==> src/assert_macros.svh <==
// Assertion helpers shared by the RTL. Define NO_ASSERTIONS to compile them away.
`ifndef ASSERT_MACROS_SVH
`define ASSERT_MACROS_SVH
`ifndef NO_ASSERTIONS
`define PEC_ASSERT_IMP(label, clk, rst_n, ante, cons, msg) \
	label: assert property (@(posedge clk) disable iff (!rst_n) (ante) |-> (cons)) \
		else $error(msg);
`define PEC_ASSERT_NXT(label, clk, rst_n, ante, cons, msg) \
	label: assert property (@(posedge clk) disable iff (!rst_n) (ante) |=> (cons)) \
		else $error(msg);
`else
`define PEC_ASSERT_IMP(label, clk, rst_n, ante, cons, msg)
`define PEC_ASSERT_NXT(label, clk, rst_n, ante, cons, msg)
`endif
`endif

==> src/pec_pkg.sv <==
package pec_pkg;

	localparam int MAX_ORDER_DEF     = 4;
	localparam int HISTORY_DEPTH_DEF = 64;
	localparam int SAMPLE_BITS_DEF   = 16;
	localparam int INDEX_BITS_DEF    = 32;

	// Widest values the parameters allow; job fields are sized for them.
	localparam int IDX_MAX_W  = 48;
	localparam int WP_MAX_W   = 11;
	localparam int SPAN_MAX_W = 10;
	// Doubled samples and level sums of up to 24-bit codes.
	localparam int CMP_W      = 26;
	localparam int LEV_W      = 16;
	localparam int CFG_W      = 32;
	localparam int OUT_DW     = 64;
	localparam int TIME_W     = 63;
	localparam int FRAC_W     = 16;

	typedef enum logic [2:0] {
		CFG_PAM_ORDER,
		CFG_LEVEL_ZERO,
		CFG_LEVEL_ONE,
		CFG_LEVEL_TWO,
		CFG_LEVEL_THREE,
		CFG_SAMPLE_PERIOD,
		CFG_HALF_UI,
		CFG_TRIGGER_PHASE
	} pec_cfg_idx_t;

	localparam logic [2:0]       RST_PAM_ORDER = 3'd3;
	localparam logic [LEV_W-1:0] RST_LEVEL_0   = 16'hC000;
	localparam logic [LEV_W-1:0] RST_LEVEL_1   = 16'h0000;
	localparam logic [LEV_W-1:0] RST_LEVEL_2   = 16'h4000;
	localparam logic [LEV_W-1:0] RST_LEVEL_3   = 16'h7FFF;
	localparam logic [CFG_W-1:0] RST_PERIOD    = 32'd100000;
	localparam logic [CFG_W-1:0] RST_HALF_UI   = 32'd400000;
	localparam logic [CFG_W-1:0] RST_TRIGGER   = 32'd0;

	typedef struct packed {
		logic [2:0]                  n;
		logic [3:0][LEV_W-1:0]       lev;
		logic [CFG_W-1:0]            period;
		logic [CFG_W-1:0]            half_ui;
		logic [CFG_W-1:0]            trigger;
	} pec_cfg_t;

	typedef struct packed {
		logic [IDX_MAX_W-1:0]        idx;
		logic [WP_MAX_W-1:0]         wp;
		logic [SPAN_MAX_W-1:0]       span;
		logic signed [CMP_W-1:0]     t2;
		logic                        merging;
		logic                        value;
	} pec_job_t;

	typedef struct packed {
		logic                        valid;
		logic [WP_MAX_W-1:0]         wp;
	} pec_hold_t;

endpackage

==> src/pec_ram.sv <==
module pec_ram import pec_pkg::*; #(
	parameter int WIDTH = SAMPLE_BITS_DEF,
	parameter int DEPTH = 2 * HISTORY_DEPTH_DEF
) (
	input  logic                     clk,
	input  logic                     we,
	input  logic [$clog2(DEPTH)-1:0] waddr,
	input  logic [WIDTH-1:0]         wdata,
	input  logic [$clog2(DEPTH)-1:0] raddr,
	output logic [WIDTH-1:0]         rdata
);

	logic [WIDTH-1:0] mem_q [DEPTH];

	always_ff @(posedge clk) begin
		if (we) begin
			mem_q[waddr] <= wdata;
		end
		rdata <= mem_q[raddr];
	end

endmodule

==> config.mk <==
export PLATFORM = sky130hd
export DESIGN_NAME = pec_ram
export DESIGN_NICKNAME = d
export VERILOG_FILES = /design/src/assert_macros.svh /design/src/pec_pkg.sv /design/src/pec_ram.sv
export SDC_FILE = /design/constraint.sdc
export NUM_CORES = 2
export LEC_CHECK = 0
export BUFFER_PORTS_ARGS = -buffer_cell sky130_fd_sc_hd__clkbuf_2
export CAP_MARGIN = 0
export CORE_MARGIN = 2
export CORE_UTILIZATION = 45
export CTS_CLUSTER_SIZE = 16
export DETAILED_ROUTE_END_ITERATION = 12
export GPL_TIMING_DRIVEN = 0
export PLACE_DENSITY = 0.56
export SETUP_SLACK_MARGIN = 0.15
export SYNTH_ARGS = -nofsm -noshare
export SYNTH_HDL_FRONTEND = slang
export SYNTH_SLANG_ARGS = --single-unit
==> constraint.sdc <==
create_clock -name clk -period 4.1 [get_ports clk]
set_clock_uncertainty 0.05 [all_clocks]
set_input_delay 0.82 -clock clk [delete_from_list [all_inputs] [get_ports clk]]
set_output_delay 0.82 -clock clk [all_outputs]
set_load 0.02 [all_outputs]
======== Yosys cells after proc, flatten, opt, wreduce, memory -nomap -nowiden ========
Memory sizes are Yosys's and may differ from the RTL's. A register that Yosys moved wholly into a read port is not among the register bits.
Index checks and enable logic that the tools add are counted.
cells by class
  add/subtract/negate cells ............... 0
  $mul .................................... 0
  div/mod/pow operators ................... 0
  $lt $le $gt $ge ......................... 0
  eq/ne operators ......................... 0
  shift operators ......................... 0
  multiplexer cells ....................... 2
  bitwise operators ....................... 0
  reduce and logical (&&, ||, !) cells .... 0
operator list
  operator           number
  1-bit two-way mux  2
word-level totals
  flip-flop bits (word level) ............. 0
  latch bits .............................. 0
  RAM bits ................................ 2048
  memory bits (read-only) ................. 0
  input bits .............................. 32
  output and inout port bits .............. 16
  word-level logic and storage cells ...... 3
  memories kept ........................... 1
memory list
  memory  words  bits a word  read ports  clocked after memory_dff  write ports  line           RTL
  mem_q   128    16           1           1                         1            pec_ram.sv:13  logic [WIDTH-1:0] mem_q [DEPTH];

======== Logic depth before layout (Yosys ltp) ========
  word-level depth ........................ 2
  gate-level depth with buffers ........... 7
  gate-level depth less buffers ........... 4

======== Worst setup path after synthesis ========
No wires, ideal clock.
  path kind ............................... input-to-reg
  start point ............................. input raddr[0]
  end point ............................... register rdata[0], read port of mem_q
  library setup time ...................... 121 ps
  arrival time ............................ 3194 ps
  data required time ...................... 3929 ps
  slack ................................... 735 ps
  stages .................................. 6
  path buffers ............................ 2
  path through ............................ buf_2 -> buf_1 -> mux4_2 -> mux4_2 -> mux4_2 -> mux2_2
RTL lines
  what         line           RTL
  from (decl)  pec_ram.sv:9   input logic [$clog2(DEPTH)-1:0] raddr,
  to (decl)    pec_ram.sv:10  output logic [WIDTH-1:0] rdata

==> impl_metrics.toml <==
[status]
run_status = "finished clean"

[floorplanning]
placementRows = 153
die_height_um = 422
floorplan.io_pins = 48
initial_core_util = 0.452
core_area_um2 = 174000
die-area_um2 = 178000
die-width_um = 422

[routing]
finalWirelength_um = 203000
route.antenna.remaining_nets = 0
drtIter0Drc = 4063
drc = 0
post_drt_wl_per_cell_um = 34.4
via_count_normalized_by_instance_count = 5.98
detail_route.first_pass.iterations = 5
via_count = 35400

[synth]
netlist-cell-type-count = 17
xor_and_xnor_fraction_of_the_mapped_netlist_area = 0
post_synth_fa_ha_maj_area_fraction = 0
synth.area.top_cells = "edfxtp_1 (78%), mux4_2 (19%), nor2_1 (0.58%)"
synth-warning-count = 0
largest_family_of_logic_cells_by_synthesized_area = "multiplexers"
synth-async-reset-ratio = 0
post-synth-top-area-cell = "edfxtp_1"
yosysSeqAreaShare = 0.787
synthesis.area_um2 = 78500
yosys_register_bits = 2064
syn-num-nets = 3118
synth_simple_gate_area_share = 0.00888
synthDominantCellAreaShare = 0.783
postSynthAreaPerCell_um2 = 25.4
netlist_top_cells_count = "edfxtp_1 (2048), mux4_2 (672), nor2_1 (122)"
synthMuxAreaShare = 0.195
synthMostInstantiatedCell = "edfxtp_1"
synth-edff-count = 2048
synth_cells = 3086
ys.flop_type = "edfxtp_1"
synth-compound-area-share = 0

[final_layout]
drive_above_1_share = 0.363
multi_input_area_um2 = 16300
final_instance_area_um2 = 90100
area_taken_by_flip_flops_and_latches_um2 = 61800
nNetsFinal = 3447
area.growth.synth_to_final_pct = 14.8
filler_cells_inserted = 13200

[critical_path]
slowest_stage = "mux4_2"
timing.critical_path.slowest_cell_delay_ps = 670
timing.critical_path.required_ps = 4730
cp_max_fo = 10
timing.critical_path.arrival_ps = 4530
worstPathCellList = "buf_2, buf_2, buf_2, mux4_2, mux4_2, mux4_2, mux2_2"
launching_element_type_of_the_critical_path = "primary input"
criticalPathCategory = "primary input to flop"
endpoint_kind = "flop"

[global_routing]
vias_in_the_first_global_route = 36400
groute.usage.overall = 0.229
grt_antenna_before_repair = 27
global_route.overflow_total = 0
first_pass_grt_wire_length_um = 281000
grt_start_max_net_pins = 129

[timing]
tightest_slew_ps = 1380
rsz0062_at_grt = "false"
layout_min_cycle_time_ps = 3910
final-hold-violation-count = 0
fin_hold_ws_ps = 319
slew_violations = 0
slew-limit-headroom = 0.0796
final_setup_violation_count = 0
fmax_mhz = 256
min_period_over_period = 0.953

[placed_design]
post_dp_cell_area_um2 = 83500
dp.final_hpwl_um = 136000
gp_routability_congestion = 0.824
place.port_buffers = 37

[cts]
tritoncts_num_sinks = 2064
tritoncts = "done"
clk_transition_reported_paths_ps = 60
clkLatencyLatePin_ps = 830
clockBufferDepth = 3
cts_root_buffer = "clkbuf_16"
post-cts-setup-buffers = 0
hold_buffers = 0
cts_repair_resize_count = 18
clock_tree.htree_level_count = 4
cts-buffers-inserted = 201

[pwr]
pwr_density_cell_nw_per_um2 = 488
vdd_drop_max_uv = 451
power.leakage_nw = 27.5

[job]
max-cap-violations = 0

[worst_hold_path]
worstHoldPathType = "primary input to flop"
## stage by stage
stage	total power, mW	instances	util	TNS [ps]	worst slack (ps)
global route	45.2	5913	0.519	0	233
finish	44.0	5917	0.519	0	193
global placement	26.1	5448	0.470	-676910	-1930
floorplan	24.9	3086	-	0	735
detailed placement	26.2	5536	0.481	-90470	-1500
CTS	44.3	5909	0.519	0	210
## report_power, final
part / internal (mW) / total [mW] / switching [mW]
Combinational: 0.889 / 2.42 / 1.53
Sequential: 23.3 / 23.3 / 0.0261
Clock: 10.6 / 18.2 / 7.68
## logic make-up after synthesis
kind of cell,count (synthesis)
buffers and inverters,164
DFF,2064
muxes,688
and+or+nand+nor,170
## worst max-delay path: cells and delay by family
| kind | cells | cell delay (ps) |
|---|---|---|
| multiplexers | 4 | 2180 |
| buffers and inverters | 3 | 1490 |
## cell type report
type / count / share of cell area
Antenna cell: 7 / 0.000194
Tap cell: 2325 / 0.0323
Timing Repair Buffer: 126 / 0.0198
Buffer: 164 / 0.00825
Multi-Input combinational cell: 858 / 0.181
Clock buffer: 255 / 0.0604
Clock inverter: 118 / 0.0119
Sequential cell: 2064 / 0.686
## sequential cells by signal (all words and copies together), names as in the netlist
signal / flops
mem_q: 2048
rdata: 16
## metal layers
layer,global-route usage,routed length (um),vias up
met5,0,63,-
met4,0.0765,6680,10
met3,0.0410,14800,316
met2,0.368,98700,1445
met1,0.320,83200,19400
li1,-,-,14200
## final timing paths
kind	endpoint	cells past startpoint	slack, ps	startpoint
worst max-delay path	rdata[0]$_DFF_P_	7	190	raddr[0]
worst min-delay path	mem_q[71][10]$_DFFE_PP_	1	320	wdata[10]
worst max register to register	rdata[10]$_DFF_P_	4	1400	mem_q[71][10]$_DFFE_PP_
worst min register to register	rdata[10]$_DFF_P_	4	1180	mem_q[110][10]$_DFFE_PP_
## placed cells by master, fill, tap and decap left out
cell	count
buf_1	23
buf_16	18
buf_2	55
buf_4	5
buf_6	11
buf_8	57
bufinv_16	19
clkbuf_1	102
clkbuf_16	209
clkbuf_2	38
clkbuf_4	11
clkbuf_8	14
clkdlybuf4s15_2	2
clkinv_1	47
clkinv_2	39
clkinv_4	1
clkinvlp_4	5
dfxtp_1	16
diode_2	7
edfxtp_1	2048
inv_16	2
inv_6	5
mux2_2	16
mux4_2	672
nand2_1	14
nand2b_1	2
nand3_1	12
nand4_1	3
nor2_1	7
nor2_2	115
nor2b_1	7
nor3_2	9
or3_1	1
(Power assumes the default switching activity.)
