`config.mk`:
```
export PLATFORM = sky130hd
export DESIGN_NAME = pec_queue
export DESIGN_NICKNAME = d
export VERILOG_FILES = /design/src/assert_macros.svh /design/src/pec_pkg.sv /design/src/pec_queue.sv
export SDC_FILE = /design/constraint.sdc
export NUM_CORES = 1
export LEC_CHECK = 0
export ABC_CLOCK_PERIOD_IN_PS = 6400
export BUFFER_PORTS_ARGS = -buffer_cell sky130_fd_sc_hd__buf_2
export CORE_ASPECT_RATIO = 2
export CORE_MARGIN = 1.5
export CORE_UTILIZATION = 52
export DETAILED_ROUTE_END_ITERATION = 6
export PLACE_DENSITY = 0.79
export SYNTH_ARGS = -nofsm -noshare
export SYNTH_HDL_FRONTEND = slang
export SYNTH_SLANG_ARGS = --single-unit
```
`constraint.sdc`:
```
create_clock -name clk -period 6.4 [get_ports clk]
set_input_delay 0.64 -clock clk [delete_from_list [all_inputs] [get_ports clk]]
set_output_delay 0.64 -clock clk [all_outputs]
set_load 0.05 [all_outputs]
```
`src/assert_macros.svh`:
```
// Assertion helpers shared by the RTL. Define NO_ASSERTIONS to compile them away.
`ifndef ASSERT_MACROS_SVH
`define ASSERT_MACROS_SVH
`ifndef NO_ASSERTIONS
`define PEC_ASSERT_IMP(label, clk, rst_n, ante, cons, msg) \
	label: assert property (@(posedge clk) disable iff (!rst_n) (ante) |-> (cons)) \
		else $error(msg);
`define PEC_ASSERT_NXT(label, clk, rst_n, ante, cons, msg) \
	label: assert property (@(posedge clk) disable iff (!rst_n) (ante) |=> (cons)) \
		else $error(msg);
`else
`define PEC_ASSERT_IMP(label, clk, rst_n, ante, cons, msg)
`define PEC_ASSERT_NXT(label, clk, rst_n, ante, cons, msg)
`endif
`endif

```
`src/pec_pkg.sv`:
```
package pec_pkg;

	localparam int MAX_ORDER_DEF     = 4;
	localparam int HISTORY_DEPTH_DEF = 64;
	localparam int SAMPLE_BITS_DEF   = 16;
	localparam int INDEX_BITS_DEF    = 32;

	// Widest values the parameters allow; job fields are sized for them.
	localparam int IDX_MAX_W  = 48;
	localparam int WP_MAX_W   = 11;
	localparam int SPAN_MAX_W = 10;
	// Doubled samples and level sums of up to 24-bit codes.
	localparam int CMP_W      = 26;
	localparam int LEV_W      = 16;
	localparam int CFG_W      = 32;
	localparam int OUT_DW     = 64;
	localparam int TIME_W     = 63;
	localparam int FRAC_W     = 16;

	typedef enum logic [2:0] {
		CFG_PAM_ORDER,
		CFG_LEVEL_ZERO,
		CFG_LEVEL_ONE,
		CFG_LEVEL_TWO,
		CFG_LEVEL_THREE,
		CFG_SAMPLE_PERIOD,
		CFG_HALF_UI,
		CFG_TRIGGER_PHASE
	} pec_cfg_idx_t;

	localparam logic [2:0]       RST_PAM_ORDER = 3'd3;
	localparam logic [LEV_W-1:0] RST_LEVEL_0   = 16'hC000;
	localparam logic [LEV_W-1:0] RST_LEVEL_1   = 16'h0000;
	localparam logic [LEV_W-1:0] RST_LEVEL_2   = 16'h4000;
	localparam logic [LEV_W-1:0] RST_LEVEL_3   = 16'h7FFF;
	localparam logic [CFG_W-1:0] RST_PERIOD    = 32'd100000;
	localparam logic [CFG_W-1:0] RST_HALF_UI   = 32'd400000;
	localparam logic [CFG_W-1:0] RST_TRIGGER   = 32'd0;

	typedef struct packed {
		logic [2:0]                  n;
		logic [3:0][LEV_W-1:0]       lev;
		logic [CFG_W-1:0]            period;
		logic [CFG_W-1:0]            half_ui;
		logic [CFG_W-1:0]            trigger;
	} pec_cfg_t;

	typedef struct packed {
		logic [IDX_MAX_W-1:0]        idx;
		logic [WP_MAX_W-1:0]         wp;
		logic [SPAN_MAX_W-1:0]       span;
		logic signed [CMP_W-1:0]     t2;
		logic                        merging;
		logic                        value;
	} pec_job_t;

	typedef struct packed {
		logic                        valid;
		logic [WP_MAX_W-1:0]         wp;
	} pec_hold_t;

endpackage

```
`src/pec_queue.sv`:
```
module pec_queue import pec_pkg::*; (
	input  logic     clk,
	input  logic     arst_n,
	input  logic     push,
	input  pec_job_t push_job,
	output logic     full,
	input  logic     pop,
	output logic     valid,
	output pec_job_t head
);

	pec_job_t   ent_q [2];
	logic       wr_q;
	logic       rd_q;
	logic [1:0] cnt_q;

	assign full  = (cnt_q == 2'd2);
	assign valid = (cnt_q != 2'd0);
	assign head  = ent_q[rd_q];

	always_ff @(posedge clk) begin
		if (push) begin
			ent_q[wr_q] <= push_job;
		end
	end

	always_ff @(posedge clk or negedge arst_n) begin
		if (!arst_n) begin
			wr_q  <= 1'b0;
			rd_q  <= 1'b0;
			cnt_q <= 2'd0;
		end else begin
			if (push) begin
				wr_q <= ~wr_q;
			end
			if (pop) begin
				rd_q <= ~rd_q;
			end
			cnt_q <= cnt_q + 2'(push) - 2'(pop);
		end
	end

endmodule

```
======== Word level (Yosys, flattened, before mapping) ========
Memory sizes are Yosys's and may differ from the RTL's.
Cells that the tools add are included.
word-level totals
  register bits after elaboration ......... 4
  bits in writable memories ............... 194
  bits of input ports ..................... 101
  output and inout port bits .............. 99
  logic and storage cells ................. 12
  memories kept ........................... 1
cells by class
  add/subtract/negate cells ............... 2
  equal/unequal tests ..................... 1
  muxes and demuxes ....................... 2
  bitwise operators ....................... 2
  reductions and logical operators ........ 1
memories
  name   words  width  rd ports  clocked after memory_dff  wr ports  RTL line         text
  ent_q  2      97     1         0                         1         pec_queue.sv:12  pec_job_t ent_q [2];
operator list
  kind                                         number
  adder 2 x 1 -> 2 bit                         1
  equality test 2 bit (second input constant)  1
  two-way mux 1 bit                            2
  NOT 1 bit                                    2
  nonzero test 2 bit                           1
  subtractor 2 x 1 -> 2 bit                    1

======== Depth between registers and ports, before layout ========
  depth after elaboration ................. 2
  depth in mapped cells ................... 5
  mapped depth without buffers ............ 5

======== Worst setup path after synthesis ========
No wires, ideal clock.
  path type ............................... input port to flip-flop
  start ................................... input port push
  end ..................................... memory ent_q[0][0] (netlist name) (enable)
  setup time .............................. 565 ps
  data arrival time ....................... 4864 ps
  data required time ...................... 5835 ps
  setup slack ............................. 971 ps
  stages on the path ...................... 1
  buffers on the path ..................... 0
  cells stage by stage .................... nor2b_1
between the ends
  word-level cells in the longest chain between the ends .. 2
RTL lines
  element                                  RTL line         text
  start, declared                          pec_queue.sv:4   input logic push,
  two-way mux 1 bit                        pec_queue.sv:22  if (push) begin
  two-way mux 1 bit (not written as such)  pec_queue.sv:23  ent_q[wr_q] <= push_job;
  end, declared                            pec_queue.sv:12
No other way between the ends.

==> run summary <==
The top-level port count came out at 200. The detailed-route via count came out at around 3700. In this run the critical register-to-register path is captured at ent_q[1][85]. The total of fill cells in the finished design came out at 963. For this run, design rule violations remaining after detail routing come to 0. The max-capacitance violation count is 0. At the end of the flow, the number of nets in the layout was 632.

In the global route stage, overall resource usage came out at between 15 and 20%. TritonCTS built the clock tree. The number of global-route vias before repair came out at 3856. In this run, flip-flops and latches consume 38.9% of the power. The share of post-route cells with drive strength above 1 came out at 61.99%.

The number of nets still failing antenna checks after routing came out at 0. The number of max-slew violations in the final report is 0. The number of port buffers came out at 199.

The part of the total power dissipated in the clock network came out at 21.0%. For this block, the routed nets add up to around 13 mm of wire. The row count is about 60. The total overflow left after global routing is 0. The internal portion of the total power is 2.780 mW. The width of the die came out at approximately 87 um. The setup TNS came out at 0 ps.

After legalization and detailed placement, the total HPWL measured 9.110 mm. The critical setup path kind is reg2out. Setup repair after global routing left no endpoint under its margin.

The core region is 13810 um^2. The count of synthesis-stage warnings from yosys is 0. The largest total area in the synthesized netlist belongs to sky130_fd_sc_hd__edfxtp_1.

The TritonCTS sink count came out at 198. The total count of hold-check failures in the final report is 0. The height of the die is 170.2 um.

The worst reg2reg path depth is 2. The worst hold path depth is 1. Entering global routing, the biggest net connects 55 pins. Tracing the worst setup path back leads to its startpoint at rd_q. The initial antenna violation count is 6. The average cell area after synthesis came out at 22.94 um^2. The switching power is ~2 mW. Along the worst path, the maximum fanout reaches 51. The sequential fraction of the synthesis area is around four fifths. The clock network latency to the later pin of the worst-skew pair is 420 ps. The most critical setup path has its endpoint at head[6]. The path class of the tightest hold or removal check is in2reg. Synthesis instantiated 13 different standard cells from the library.

The synthesized netlist cell count came out at 317. In this run the critical register-to-register path is launched from wr_q. The power per cell area is 522.9 nW/um^2. The number of design-rule violations left by the first detailed-router iteration came out at approximately 180. After synthesis, the cell types taking the most area are sky130_fd_sc_hd__edfxtp_1 (80%), sky130_fd_sc_hd__mux2_2 (12%), sky130_fd_sc_hd__mux2_4 (4.1%). The flow ran to the end, and the final reports show no timing, DRC or antenna violations.

The worst clock skew on the final layout came out at 9.065 ps. The placer's final routability congestion estimate came out at 0.7803. The fraction of the cycle the final worst path needs came out at around 52%.

The number of synthesized register bits came out at 198. The setup fix buffers added after clock tree synthesis came out at 0. Compared with the post-synthesis result, the final layout area differs by 24.54%. The via-per-instance ratio is 5.015. STA classifies the critical path startpoint as a flip-flop. The upper clock frequency limit came out at 0.3009 GHz. The root buffer cell chosen for the clock tree is sky130_fd_sc_hd__clkbuf_16. The worst setup path is captured at an output port. The detailed-route wire length per cell is 17.88 um. Leaving out fill and tap cells, the most frequent cells in the layout are sky130_fd_sc_hd__buf_2 (199), sky130_fd_sc_hd__edfxtp_1 (194), sky130_fd_sc_hd__mux2_2 (77), sky130_fd_sc_hd__mux2_4 (20), sky130_fd_sc_hd__clkbuf_16 (17). The relative contribution of combinational cells to total power is 40.0%. In this run the register-to-register setup slack is 4270 ps. The highest ir drop seen on vdd is 0.3698 mV. The max-slew headroom at the worst pin came out at 49.71%.

The number of H-tree levels came out at 4. The starting density of the core is ~53%. The cell area after technology mapping came out at 7272 um^2. The number of clock buffers inserted by TritonCTS is 17. The count of TritonRoute iterations in the first routing pass came out at 4. The maximum buffer depth of the clock tree came out at 2.

The data arrival time at the worst-slack endpoint came out at 2680 ps. The die covers about 15000 um^2. When the netlist entered floorplanning its net count stood at 420. The final setup violation count came out at 0. On the final layout, the worst hold slack is 399.6 ps.

The leakage power figure is about 3.5 nW. The CTS clock-pin slew for the worst setup and hold paths is 70 ps. The shortest period the worst path allows came out at 3323 ps. The library cell used most frequently in the layout, excluding fill and tap cells, is sky130_fd_sc_hd__buf_2. The first global-routing pass estimated 19.21 mm of wire. The critical path required time is 5760 ps. The fraction of power spent switching nets is 41.30%. The transition at the pin with the smallest max-transition slack came out at 754.4 ps. The share of synthesized area in the top cell type comes to around four fifths.
-- what timing repair did --
| action | 4_1_cts | 5_1_grt |
|---|---|---|
| hold buffers | 1 | 0 |
| setup endpoints to repair | 0 | 0 |
| hold endpoints to repair | 4 | 0 |
| gates resized for setup | 0 | 0 |
-- kinds of logic after synthesis --
group	count (synthesis)	share of synthesized area (%)
xor gates and xnor gates	3	0.5678
adders and majority gates	2	0.3441
buffers and inverters	13	1.204
DFF	198	81.49
muxes	97	16.05
and+or+nand+nor	4	0.3442
-- sequential cells by signal (all words and copies together), names as in the netlist --
| name | cells |
|---|---|
| ent_q | 194 |
| cnt_q | 2 |
| rd_q | 1 |
| wr_q | 1 |
-- layout make-up --
| type | count | area, um^2 | share of cell area, % |
|---|---|---|---|
| Clock inverter | 15 | 137.6 | 1.520 |
| Antenna cell | 6 | 15.01 | 0.1658 |
| Sequential cell | 198 | 5929 | 65.47 |
| Timing Repair Buffer | 204 | 1036 | 11.44 |
| Clock buffer | 17 | 425.4 | 4.697 |
| Inverter | 2 | 7.507 | 0.08290 |
| Multi-Input combinational cell | 106 | 1269 | 14.01 |
| Tap cell | 189 | 236.5 | 2.611 |
-- synth_stat cells (all sizes together) --
master / n
and2: 1
buf: 11
dfrtp: 4
edfxtp: 194
ha: 2
inv: 2
mux2: 97
nor2b: 2
or2: 1
xor2: 2
xor3: 1
-- through the flow --
step           power [mW]  setup slack [ps]  area [um^2]  instances  util, %
2_1_floorplan       3.420             970.8         7272        317        -
4_1_cts             4.785              3021         9041        731    65.45
3_3_place_gp        3.740              3557         8468        698    61.30
5_1_grt             4.910              2933         9054        736    65.54
3_5_place_dp        3.789              3486         8468        698    61.30
6_report            4.735              3077         9056        737    65.56
-- power groups by stage --
stage	logic (mW)	registers (mW)	clock network (mW)
after floorplan	1.60	1.82	0
after global placement	1.89	1.85	0
after detailed placement	1.91	1.88	0
after CTS	1.92	1.85	1.02
after global routing	1.98	1.87	1.06
final	1.90	1.84	0.997
-- per-layer routing --
metal / wire (um) / share of wire, % / track usage (%)
met1: 4412 / 33 / 17.61
met2: 7651 / 58 / 32.54
met3: 625 / 4.7 / 4.462
met4: 488 / 3.7 / 11.71
met5: 0 / 0 / 0
-- worst max-delay path, stage by stage (launching register included) --
cell and delay, ps:
sky130_fd_sc_hd__dfrtp_4 860, sky130_fd_sc_hd__buf_4 740, sky130_fd_sc_hd__mux2_2 440, sky130_fd_sc_hd__buf_2 220
-- worst min-delay path by stage --
stage	start	endpoint	slack, ps
finish	push_job[89]	ent_q[1][89]	400
global route	push_job[22]	ent_q[0][22]	380
CTS	push_job[89]	ent_q[1][89]	380
global placement	arst_n	wr_q	450
floorplan	arst_n	cnt_q[0]	340
detailed placement	arst_n	wr_q	460
Power figures use the tool's default switching activity.
