--- src/assert_macros.svh ---
// Assertion helpers shared by the RTL. Define NO_ASSERTIONS to compile them away.
`ifndef ASSERT_MACROS_SVH
`define ASSERT_MACROS_SVH
`ifndef NO_ASSERTIONS
`define PEC_ASSERT_IMP(label, clk, rst_n, ante, cons, msg) \
	label: assert property (@(posedge clk) disable iff (!rst_n) (ante) |-> (cons)) \
		else $error(msg);
`define PEC_ASSERT_NXT(label, clk, rst_n, ante, cons, msg) \
	label: assert property (@(posedge clk) disable iff (!rst_n) (ante) |=> (cons)) \
		else $error(msg);
`else
`define PEC_ASSERT_IMP(label, clk, rst_n, ante, cons, msg)
`define PEC_ASSERT_NXT(label, clk, rst_n, ante, cons, msg)
`endif
`endif

--- src/pec_pkg.sv ---
package pec_pkg;

	localparam int MAX_ORDER_DEF     = 4;
	localparam int HISTORY_DEPTH_DEF = 64;
	localparam int SAMPLE_BITS_DEF   = 16;
	localparam int INDEX_BITS_DEF    = 32;

	// Widest values the parameters allow; job fields are sized for them.
	localparam int IDX_MAX_W  = 48;
	localparam int WP_MAX_W   = 11;
	localparam int SPAN_MAX_W = 10;
	// Doubled samples and level sums of up to 24-bit codes.
	localparam int CMP_W      = 26;
	localparam int LEV_W      = 16;
	localparam int CFG_W      = 32;
	localparam int OUT_DW     = 64;
	localparam int TIME_W     = 63;
	localparam int FRAC_W     = 16;

	typedef enum logic [2:0] {
		CFG_PAM_ORDER,
		CFG_LEVEL_ZERO,
		CFG_LEVEL_ONE,
		CFG_LEVEL_TWO,
		CFG_LEVEL_THREE,
		CFG_SAMPLE_PERIOD,
		CFG_HALF_UI,
		CFG_TRIGGER_PHASE
	} pec_cfg_idx_t;

	localparam logic [2:0]       RST_PAM_ORDER = 3'd3;
	localparam logic [LEV_W-1:0] RST_LEVEL_0   = 16'hC000;
	localparam logic [LEV_W-1:0] RST_LEVEL_1   = 16'h0000;
	localparam logic [LEV_W-1:0] RST_LEVEL_2   = 16'h4000;
	localparam logic [LEV_W-1:0] RST_LEVEL_3   = 16'h7FFF;
	localparam logic [CFG_W-1:0] RST_PERIOD    = 32'd100000;
	localparam logic [CFG_W-1:0] RST_HALF_UI   = 32'd400000;
	localparam logic [CFG_W-1:0] RST_TRIGGER   = 32'd0;

	typedef struct packed {
		logic [2:0]                  n;
		logic [3:0][LEV_W-1:0]       lev;
		logic [CFG_W-1:0]            period;
		logic [CFG_W-1:0]            half_ui;
		logic [CFG_W-1:0]            trigger;
	} pec_cfg_t;

	typedef struct packed {
		logic [IDX_MAX_W-1:0]        idx;
		logic [WP_MAX_W-1:0]         wp;
		logic [SPAN_MAX_W-1:0]       span;
		logic signed [CMP_W-1:0]     t2;
		logic                        merging;
		logic                        value;
	} pec_job_t;

	typedef struct packed {
		logic                        valid;
		logic [WP_MAX_W-1:0]         wp;
	} pec_hold_t;

endpackage

--- src/pec_back.sv ---
module pec_back import pec_pkg::*; #(
	parameter int HISTORY_DEPTH = HISTORY_DEPTH_DEF,
	parameter int SAMPLE_BITS   = SAMPLE_BITS_DEF,
	parameter int INDEX_BITS    = INDEX_BITS_DEF,
	parameter int AW            = $clog2(2 * HISTORY_DEPTH)
) (
	input  logic                   clk,
	input  logic                   arst_n,
	input  pec_cfg_t               cfg,
	input  logic                   q_valid,
	input  pec_job_t               q_job,
	output logic                   q_pop,
	output logic [AW-1:0]          ram_raddr,
	input  logic [SAMPLE_BITS-1:0] ram_rdata,
	output pec_hold_t              status,
	output logic                   m_tvalid,
	input  logic                   m_tready,
	output logic [OUT_DW-1:0]      m_tdata,
	output logic                   m_tuser
);

	localparam int IB    = INDEX_BITS;
	localparam int SPW   = $clog2(HISTORY_DEPTH);
	localparam int DIV_W = CMP_W + 2;

	typedef enum logic [3:0] {
		B_IDLE, B_RDA, B_RDB, B_CMP, B_DIV, B_MUL0, B_MUL1, B_MUL2, B_MUL3, B_FIN
	} bstate_t;

	bstate_t                 state_q;
	logic [IB-1:0]           idx_q;
	logic [AW-1:0]           wp_q;
	logic [SPW-1:0]          span_q;
	logic signed [CMP_W-1:0] t2_q, a2_q;
	logic                    merg_q, val_q;
	logic [DIV_W-1:0]        rem_q, den_q;
	logic [FRAC_W-1:0]       quo_q;
	logic [4:0]              step_q;
	logic [63:0]             acc_q, prod_q;
	logic                    ov_q, okind_q, oval_q;
	logic [TIME_W-1:0]       otime_q;

	logic signed [CMP_W-1:0] b2;
	logic                    hit;
	logic [DIV_W-1:0]        r2;
	logic [63:0]             base64, mul_p, total;
	logic [31:0]             mul_a;
	logic                    out_free;

	assign b2  = CMP_W'($signed(ram_rdata)) <<< 1;
	assign hit = (a2_q <= t2_q && b2 > t2_q) || (a2_q >= t2_q && b2 < t2_q);
	assign r2  = {rem_q[DIV_W-2:0], 1'b0};

	assign base64 = 64'(idx_q - IB'(span_q) - IB'(1));

	always_comb begin
		case (state_q)
			B_MUL0:  mul_a = base64[31:0];
			B_MUL1:  mul_a = base64[63:32];
			default: mul_a = 32'(quo_q);
		endcase
		case (state_q)
			B_RDA:   ram_raddr = wp_q - AW'(span_q) - AW'(2);
			B_RDB:   ram_raddr = wp_q - AW'(span_q) - AW'(1);
			default: ram_raddr = wp_q - AW'(span_q);
		endcase
	end

	assign mul_p    = 64'(mul_a) * 64'(cfg.period);
	assign total    = acc_q + 64'($signed(cfg.trigger));
	assign out_free = !ov_q || m_tready;
	assign q_pop    = (state_q == B_IDLE) && q_valid;

	assign status.valid = (state_q != B_IDLE);
	assign status.wp    = WP_MAX_W'(wp_q);

	assign m_tvalid = ov_q;
	assign m_tdata  = {oval_q, otime_q};
	assign m_tuser  = okind_q;

	always_ff @(posedge clk) begin
		case (state_q)
			B_IDLE: begin
				idx_q  <= IB'(q_job.idx);
				wp_q   <= AW'(q_job.wp);
				span_q <= SPW'(q_job.span);
				t2_q   <= q_job.t2;
				merg_q <= q_job.merging;
				val_q  <= q_job.value;
			end
			B_RDB: begin
				a2_q <= b2;
			end
			B_CMP: begin
				if (hit) begin
					rem_q  <= DIV_W'((a2_q <= t2_q) ? t2_q - a2_q : a2_q - t2_q);
					den_q  <= DIV_W'((b2 > a2_q) ? b2 - a2_q : a2_q - b2);
					step_q <= 5'd0;
				end else if (span_q == '0) begin
					acc_q <= 64'd0;
				end else begin
					span_q <= span_q - SPW'(1);
					a2_q   <= b2;
				end
			end
			B_DIV: begin
				step_q <= step_q + 5'd1;
				if (r2 >= den_q) begin
					rem_q <= r2 - den_q;
					quo_q <= {quo_q[FRAC_W-2:0], 1'b1};
				end else begin
					rem_q <= r2;
					quo_q <= {quo_q[FRAC_W-2:0], 1'b0};
				end
			end
			B_MUL0: begin
				prod_q <= mul_p;
			end
			B_MUL1: begin
				acc_q  <= prod_q;
				prod_q <= mul_p;
			end
			B_MUL2: begin
				acc_q  <= acc_q + (prod_q << 32);
				prod_q <= mul_p;
			end
			B_MUL3: begin
				acc_q <= acc_q + (prod_q >> FRAC_W);
			end
			default: begin
			end
		endcase
		if (state_q == B_FIN && out_free) begin
			otime_q <= total[TIME_W-1:0];
			okind_q <= merg_q;
			oval_q  <= val_q;
		end
	end

	always_ff @(posedge clk or negedge arst_n) begin
		if (!arst_n) begin
			state_q <= B_IDLE;
			ov_q    <= 1'b0;
		end else begin
			if (state_q == B_FIN && out_free) begin
				ov_q <= 1'b1;
			end else if (m_tready) begin
				ov_q <= 1'b0;
			end
			case (state_q)
				B_IDLE: begin
					if (q_valid) begin
						state_q <= B_RDA;
					end
				end
				B_RDA: state_q <= B_RDB;
				B_RDB: state_q <= B_CMP;
				B_CMP: begin
					if (hit) begin
						state_q <= B_DIV;
					end else if (span_q == '0) begin
						state_q <= B_FIN;
					end
				end
				B_DIV: begin
					if (step_q == 5'(FRAC_W - 1)) begin
						state_q <= B_MUL0;
					end
				end
				B_MUL0: state_q <= B_MUL1;
				B_MUL1: state_q <= B_MUL2;
				B_MUL2: state_q <= B_MUL3;
				B_MUL3: state_q <= B_FIN;
				B_FIN: begin
					if (out_free) begin
						state_q <= B_IDLE;
					end
				end
				default: state_q <= B_IDLE;
			endcase
		end
	end

endmodule

--- config.mk ---
export PLATFORM = sky130hd
export DESIGN_NAME = pec_back
export DESIGN_NICKNAME = d
export VERILOG_FILES = /design/src/assert_macros.svh /design/src/pec_pkg.sv /design/src/pec_back.sv
export SDC_FILE = /design/constraint.sdc
export NUM_CORES = 2
export LEC_CHECK = 0
export BUFFER_PORTS_ARGS = -buffer_cell sky130_fd_sc_hd__clkbuf_2
export CORE_MARGIN = 4
export CORE_UTILIZATION = 30
export DETAILED_ROUTE_END_ITERATION = 10
export PLACE_DENSITY = 0.42
export SLEW_MARGIN = 0
export SYNTH_ARGS = -nofsm -noshare
export SYNTH_HDL_FRONTEND = slang
export SYNTH_SLANG_ARGS = --single-unit
--- constraint.sdc ---
create_clock -name clk -period 13.1 [get_ports clk]
set_clock_uncertainty 0.05 [all_clocks]
set_input_delay 1.31 -clock clk [delete_from_list [all_inputs] [get_ports clk]]
set_output_delay 1.31 -clock clk [all_outputs]
set_load 0.1 [all_outputs]
After elaboration in Yosys (flattened, before gate mapping)
Cells that the tools add are included.
{"block": "op_classes", "n_addsub": 15, "magnitude_cmp": 6, "n_reduce_logical": 22, "multipliers": 1, "n_mux": 27, "eq_ne": 18}
{"op": "one-hot mux 64 bit (4 select lines)", "count": 1}
{"op": "2-to-1 mux 64 bit", "count": 2}
{"op": "2-to-1 mux 27 bit", "count": 3}
{"op": "adder 64 x 48 -> 64 bit", "count": 1}
{"op": "adder 64 bit", "count": 1}
{"op": "multiplier 32 x 32 -> 64 bit", "count": 1}
{"op": "one-hot mux 32 bit (2 select lines)", "count": 1}
{"op": "adder 63 bit", "count": 1}
{"op": "one-hot mux 27 bit (2 select lines)", "count": 1}
{"op": "subtractor 26 x 26 -> 27 bit", "count": 2}
{"op": "greater-than comparator 17 x 26 -> 1 bit", "count": 2}
{"op": "2-to-1 mux 26 bit", "count": 2}
{"op": "one-hot mux 26 bit (2 select lines)", "count": 1}
{"op": "one-hot mux 4 bit (10 select lines)", "count": 1}
{"op": "subtractor 33 x 2 -> 34 bit (second input constant)", "count": 1}
{"op": "subtractor 32 x 6 -> 33 bit", "count": 1}
{"op": "greater-or-equal comparator 28 bit", "count": 1}
{"op": "2-to-1 mux 28 bit", "count": 1}
{"op": "subtractor 17 x 26 -> 27 bit", "count": 1}
{"op": "subtractor 26 x 17 -> 27 bit", "count": 1}
{"op": "subtractor 27 bit", "count": 1}
{"op": "greater-or-equal comparator 26 bit", "count": 1}
{"op": "less-or-equal comparator 26 bit", "count": 1}
{"op": "< comparator 17 x 26 -> 1 bit", "count": 1}
{"op": "other kinds (30)", "count": 59}
{"block": "word_totals", "elab_cells": 107, "regBits": 373, "out_inout_bits": 86, "in_bits": 280}

Depth between registers and ports, before layout
{"block": "depth", "word_depth": 5, "depth_mapped": 45, "depth_no_buf": 41}

Worst setup path after synthesis
OpenSTA, ideal clock, no wires.
{"block": "synth_path", "path_type": "register -> register", "start": "reg span_q[0]", "end": "reg prod_q[58], data pin", "setup_time_ps": 265, "setup_slack_ps": 2410, "arrival_time_ps": 10375, "period_less_slack_ps": 10690, "required_time_ps": 12785, "n_path_buf": 3, "path_stages_with_launch": 40, "cell_sequence": "edfxtp_1 ha_1 inv_1 fa_1 a21o_1 a21boi_0 or2_1 clkbuf_1 nand4_1 mux2_2 o211ai_1 nand4_1 nor4_2 o21ai_2 buf_6 o21ai_2 buf_2 and2_1 (+4 left out) fa_1 inv_1 fa_1 fa_1 fa_1 fa_1 ha_1 a21o_1 a21o_1 a21oi_1 o211ai_1 a311oi_1 o21ai_0 a31oi_1 o211ai_1 a221oi_1 o21ai_0 xor2_1"}
{"block": "synth_between", "elab_chain_len": 4}
{"item": "from (decl)", "line_no": "pec_back.sv:33", "rtl": "logic [SPW-1:0] span_q;"}
{"item": "from (signal assigned)", "line_no": "pec_back.sv:86", "rtl": "span_q <= SPW'(q_job.span);"}
{"item": "from (signal assigned)", "line_no": "pec_back.sv:102", "rtl": "span_q <= span_q - SPW'(1);"}
{"item": "subtractor 32 x 6 -> 33 bit", "line_no": "pec_back.sv:54", "rtl": "assign base64 = 64'(idx_q - IB'(span_q) - IB'(1));"}
{"item": "subtractor 33 x 2 -> 34 bit", "line_no": "pec_back.sv:54"}
{"item": "one-hot mux 32 bit (2 select lines)", "line_no": "pec_back.sv:57", "rtl": "case (state_q)"}
{"item": "multiplier 32 x 32 -> 64 bit", "line_no": "pec_back.sv:69", "rtl": "assign mul_p = 64'(mul_a) * 64'(cfg.period);"}
{"item": "named net mul_p[58]", "line_no": "pec_back.sv:46", "rtl": "logic [63:0] base64, mul_p, total;"}
{"item": "to (signal assigned)", "line_no": "pec_back.sv:117", "rtl": "prod_q <= mul_p;"}
{"item": "to (signal assigned)", "line_no": "pec_back.sv:121", "rtl": "prod_q <= mul_p;"}
{"item": "to (signal assigned)", "line_no": "pec_back.sv:125", "rtl": "prod_q <= mul_p;"}
{"item": "to (decl)", "line_no": "pec_back.sv:39", "rtl": "logic [63:0] acc_q, prod_q;"}
The timed path passes the listed nets, and every way through them passes these cells.
A chain may end at the register's enable or synchronous reset.

Final worst setup path
{"block": "layout_path", "start": "reg span_q[0]", "end": "reg prod_q[57], data pin"}
The elaborated chain is that of the path after synthesis.

==> reports/results.md <==
## Global routing
* 308400 µm — global-route wire length before repair
* 66 — largest net degree at the start of global routing
* 49327 — via count of the first global-routing pass
* 10 — antenna violations before repair
* 0 — sum of overflow across all layers after global routing
* 18.82% — overall routing resource usage

## Setup path
* 580 ps — CP max stage delay
* 7 — number of buffer and inverter stages on the critical path
* 9 — maximum net fanout on the critical path
* or3_1 — Slowest-stage cell, CP
* flop — kind of end point of the critical path
* flop — nature of the critical path startpoint
* adder cells — CP delay by family, top
* 13430 ps — CP Data Required Time
* fa_1 — most repeated library cell on the critical path
* 12670 ps — Crit path arrival time
* flop to flop — category of the most critical setup path

## Yosys
* 0 — synthesis warning total
* 96 — Cell variety after synth
* 355 — number of enable flip-flop cells after synthesis
* 0.5187% — fraction of synthesized area in multiplexers
* edfxtp_1 — flip-flop cell with the highest count after synthesis
* 40.68% — adder-cell share of the synthesized area
* 1.389% — async set-reset flop share out of synthesis
* 12.86% — Synth Area in Compound Gates
* adder cells — combinational family with the most area after synthesis
* fa_1 — cell type with the largest total area after synthesis
* 6636 — number of standard cells after synthesis
* 15.56% — share of synthesized cell area in and, or, nand and nor gates
* 29.37% — area share of the leading cell type in the synthesized netlist
* fa_1 29%, edfxtp_1 17%, ha_1 11% — synth top area cells
* 9.306 µm² — mean instance size in the synthesized netlist
* 360 — post-synthesis register bit count
* 4.524% — XOR/XNOR share of the synthesized area
* 17.46% — sequential fraction of the synthesis area
* 0.06176 mm² — area of the mapped netlist

## Timing
* 94.18% — final worst-path cycle share
* 0 — Slew Viols, Final
* 20.31% — worst-case headroom to the max-slew limit
* 0.08105 GHz — Max Freq
* 0 — Final Hold Vio Count
* 12340 ps — time the final worst path needs with I/O delays and setup
* 1184 ps — actual slew at the worst max-slew pin
* 0 — total setup violations reported at the end of the flow

## Route
* 2963 — DRC marker count from the first detailed-route iteration
* 46702 — overall via count from detail_route
* 0 — drc violations
* 0 — Antenna Nets Post-Route
* 21.40 µm — WL per Instance
* 4.957 — average via count per standard cell
* 6 — number of detailed-routing iterations run before antenna repair
* 201600 µm — total wirelength of the detailed-routed design

## Placed design
* 238 — I/O Buffers
* 0.8827 — GPL Wtd Cong
* 9329 — number of placed instances with taps included
* 164600 µm — post-detailed-placement half-perimeter wirelength

## Clocking
* 2 — # H-tree levels
* 60 ps — clk slew on worst S/H paths
* 0 — number of buffers added to fix hold violations after cts
* 3 — Max Root-Sink Buffers
* 630 ps — clock insertion delay at the later pin of the skew report
* clkbuf_16 — Root Driver
* 47 — CTS Buf Count
* 360 — clock sink count
* built — TritonCTS clock tree

## Cells and area
* 9422 — Layout Cells excl Fill
* 21297 — Fill cells
* 0.04603 mm² — area of the multi-input gates
* 32.93% — core occupancy in the finished layout
* 7.058% — proportion of layout cells with a drive suffix above 1
* 9.196% — layout overhead on the synthesized area
* 8437 — count of nets after finishing
* 0.01079 mm² — storage element area

## Floorplan
* 0.2048 mm² — area of the core
* 166 — count of standard-cell rows
* 461.7 µm — DIE HEIGHT
* 0.2132 mm² — full die area
* 30.16% — Starting Density
* 366 — number of top-level pins
* 461.7 µm — die width

## Job
* 0 — max-capacitance violation count

## Run status
* finished, final reports clean — outcome

## Worst hold path
* flop to flop — path category of the worst min-delay check

logic make-up after synthesis:
kind of cell,count (synthesis)
and+or+nand+nor,1893
adders and majority gates,1464
buffers and inverters,1349
AOI/OAI and AO/OA,1219
DFF,360
xor gates and xnor gates,319
muxes,31
other,1
state kept, by name (all words and copies together), names as in the netlist, 7 cells and up:
| register | flops |
|---|---|
| prod_q | 64 |
| acc_q | 63 |
| otime_q | 63 |
| idx_q | 32 |
| rem_q | 27 |
| den_q | 26 |
| t2_q | 26 |
| a2_q | 16 |
| quo_q | 16 |
| wp_q | 7 |
cell type report:
type | instances | share of cell area [%]
antenna | 4 | 0.01484
clock buffer | 55 | 1.789
clock inverter | 31 | 0.4286
inverter | 1024 | 5.702
multi-input combinational | 4930 | 68.25
sequential | 360 | 15.99
tap | 2688 | 4.987
timing repair buffer | 330 | 2.831
routing by layer:
layer  GRT usage (%)  share of wire, %  wire length [µm]
met1           28.12                50            100600
met2           29.78                44             88860
met3           1.867               4.2              8388
met4           3.244               1.8              3717
met5               0            0.0064                13
Yosys cell counts (109+ instances only):
| cell type | number |
|---|---|
| o21ai_0 | 241 |
| ha_1 | 558 |
| edfxtp_1 | 355 |
| inv_1 | 1023 |
| clkbuf_1 | 242 |
| nand2_1 | 649 |
| a21o_1 | 181 |
| xor2_1 | 109 |
| fa_1 | 906 |
| and2_1 | 597 |
| nor2_1 | 234 |
| xnor2_1 | 210 |
| a21oi_1 | 345 |
through the flow:
step | TNS, ps | hold WS, ps | instance area [µm²] | worst slack [ps]
after floorplan | 0 | 350.3 | 61770 | 2410
after global placement | 0 | 353.7 | 65830 | 525.6
after detailed placement | 0 | 365.0 | 65830 | 491.9
after CTS | 0 | 378.2 | 67320 | 472.4
after global routing | -11.95 | 386.2 | 67420 | -11.95
final | 0 | 374.6 | 67430 | 762.1
what timing repair did:
item,4_1_cts,5_1_grt
buffers inserted,0,3
setup endpoints to repair,0,11
resized for setup,0,12
worst paths after layout:
| kind | start | to | slack [ps] | cells past startpoint |
|---|---|---|---|---|
| worst max-delay path | span_q[0]$_DFFE_PP_ | prod_q[57]$_DFFE_PP_ | 760 | 39 |
| worst min-delay path | merg_q$_DFFE_PN_ | m_tuser$_DFFE_PP_ | 370 | 0 |
| worst max register to register | span_q[0]$_DFFE_PP_ | prod_q[57]$_DFFE_PP_ | 760 | 39 |
| worst min register to register | merg_q$_DFFE_PN_ | m_tuser$_DFFE_PP_ | 370 | 0 |
| max in group asynchronous | arst_n | m_tvalid$_DFFE_PN0P_ | 12370 | 1 |
| min in group asynchronous | arst_n | state_q[2]$_DFFE_PN0P_ | 450 | 1 |
cell usage in the layout, fill, tap and decap left out, drive strengths merged, types with 42 or more instances in the layout:
cell type  count
inv         1024
fa           906
nand2        650
and2         599
ha           558
edfxtp       355
a21oi        345
clkbuf       293
o21ai        263
nor2         234
xnor2        210
a21o         181
xor2         109
buf           92
nor2b         72
nand3         66
nand4         58
o21bai        58
nor3          48
nand2b        48
a211oi        42
Power is left out: the tool's default activity adds up to more than one toggle a clock period on the data nets, which glitch-free logic cannot reach.
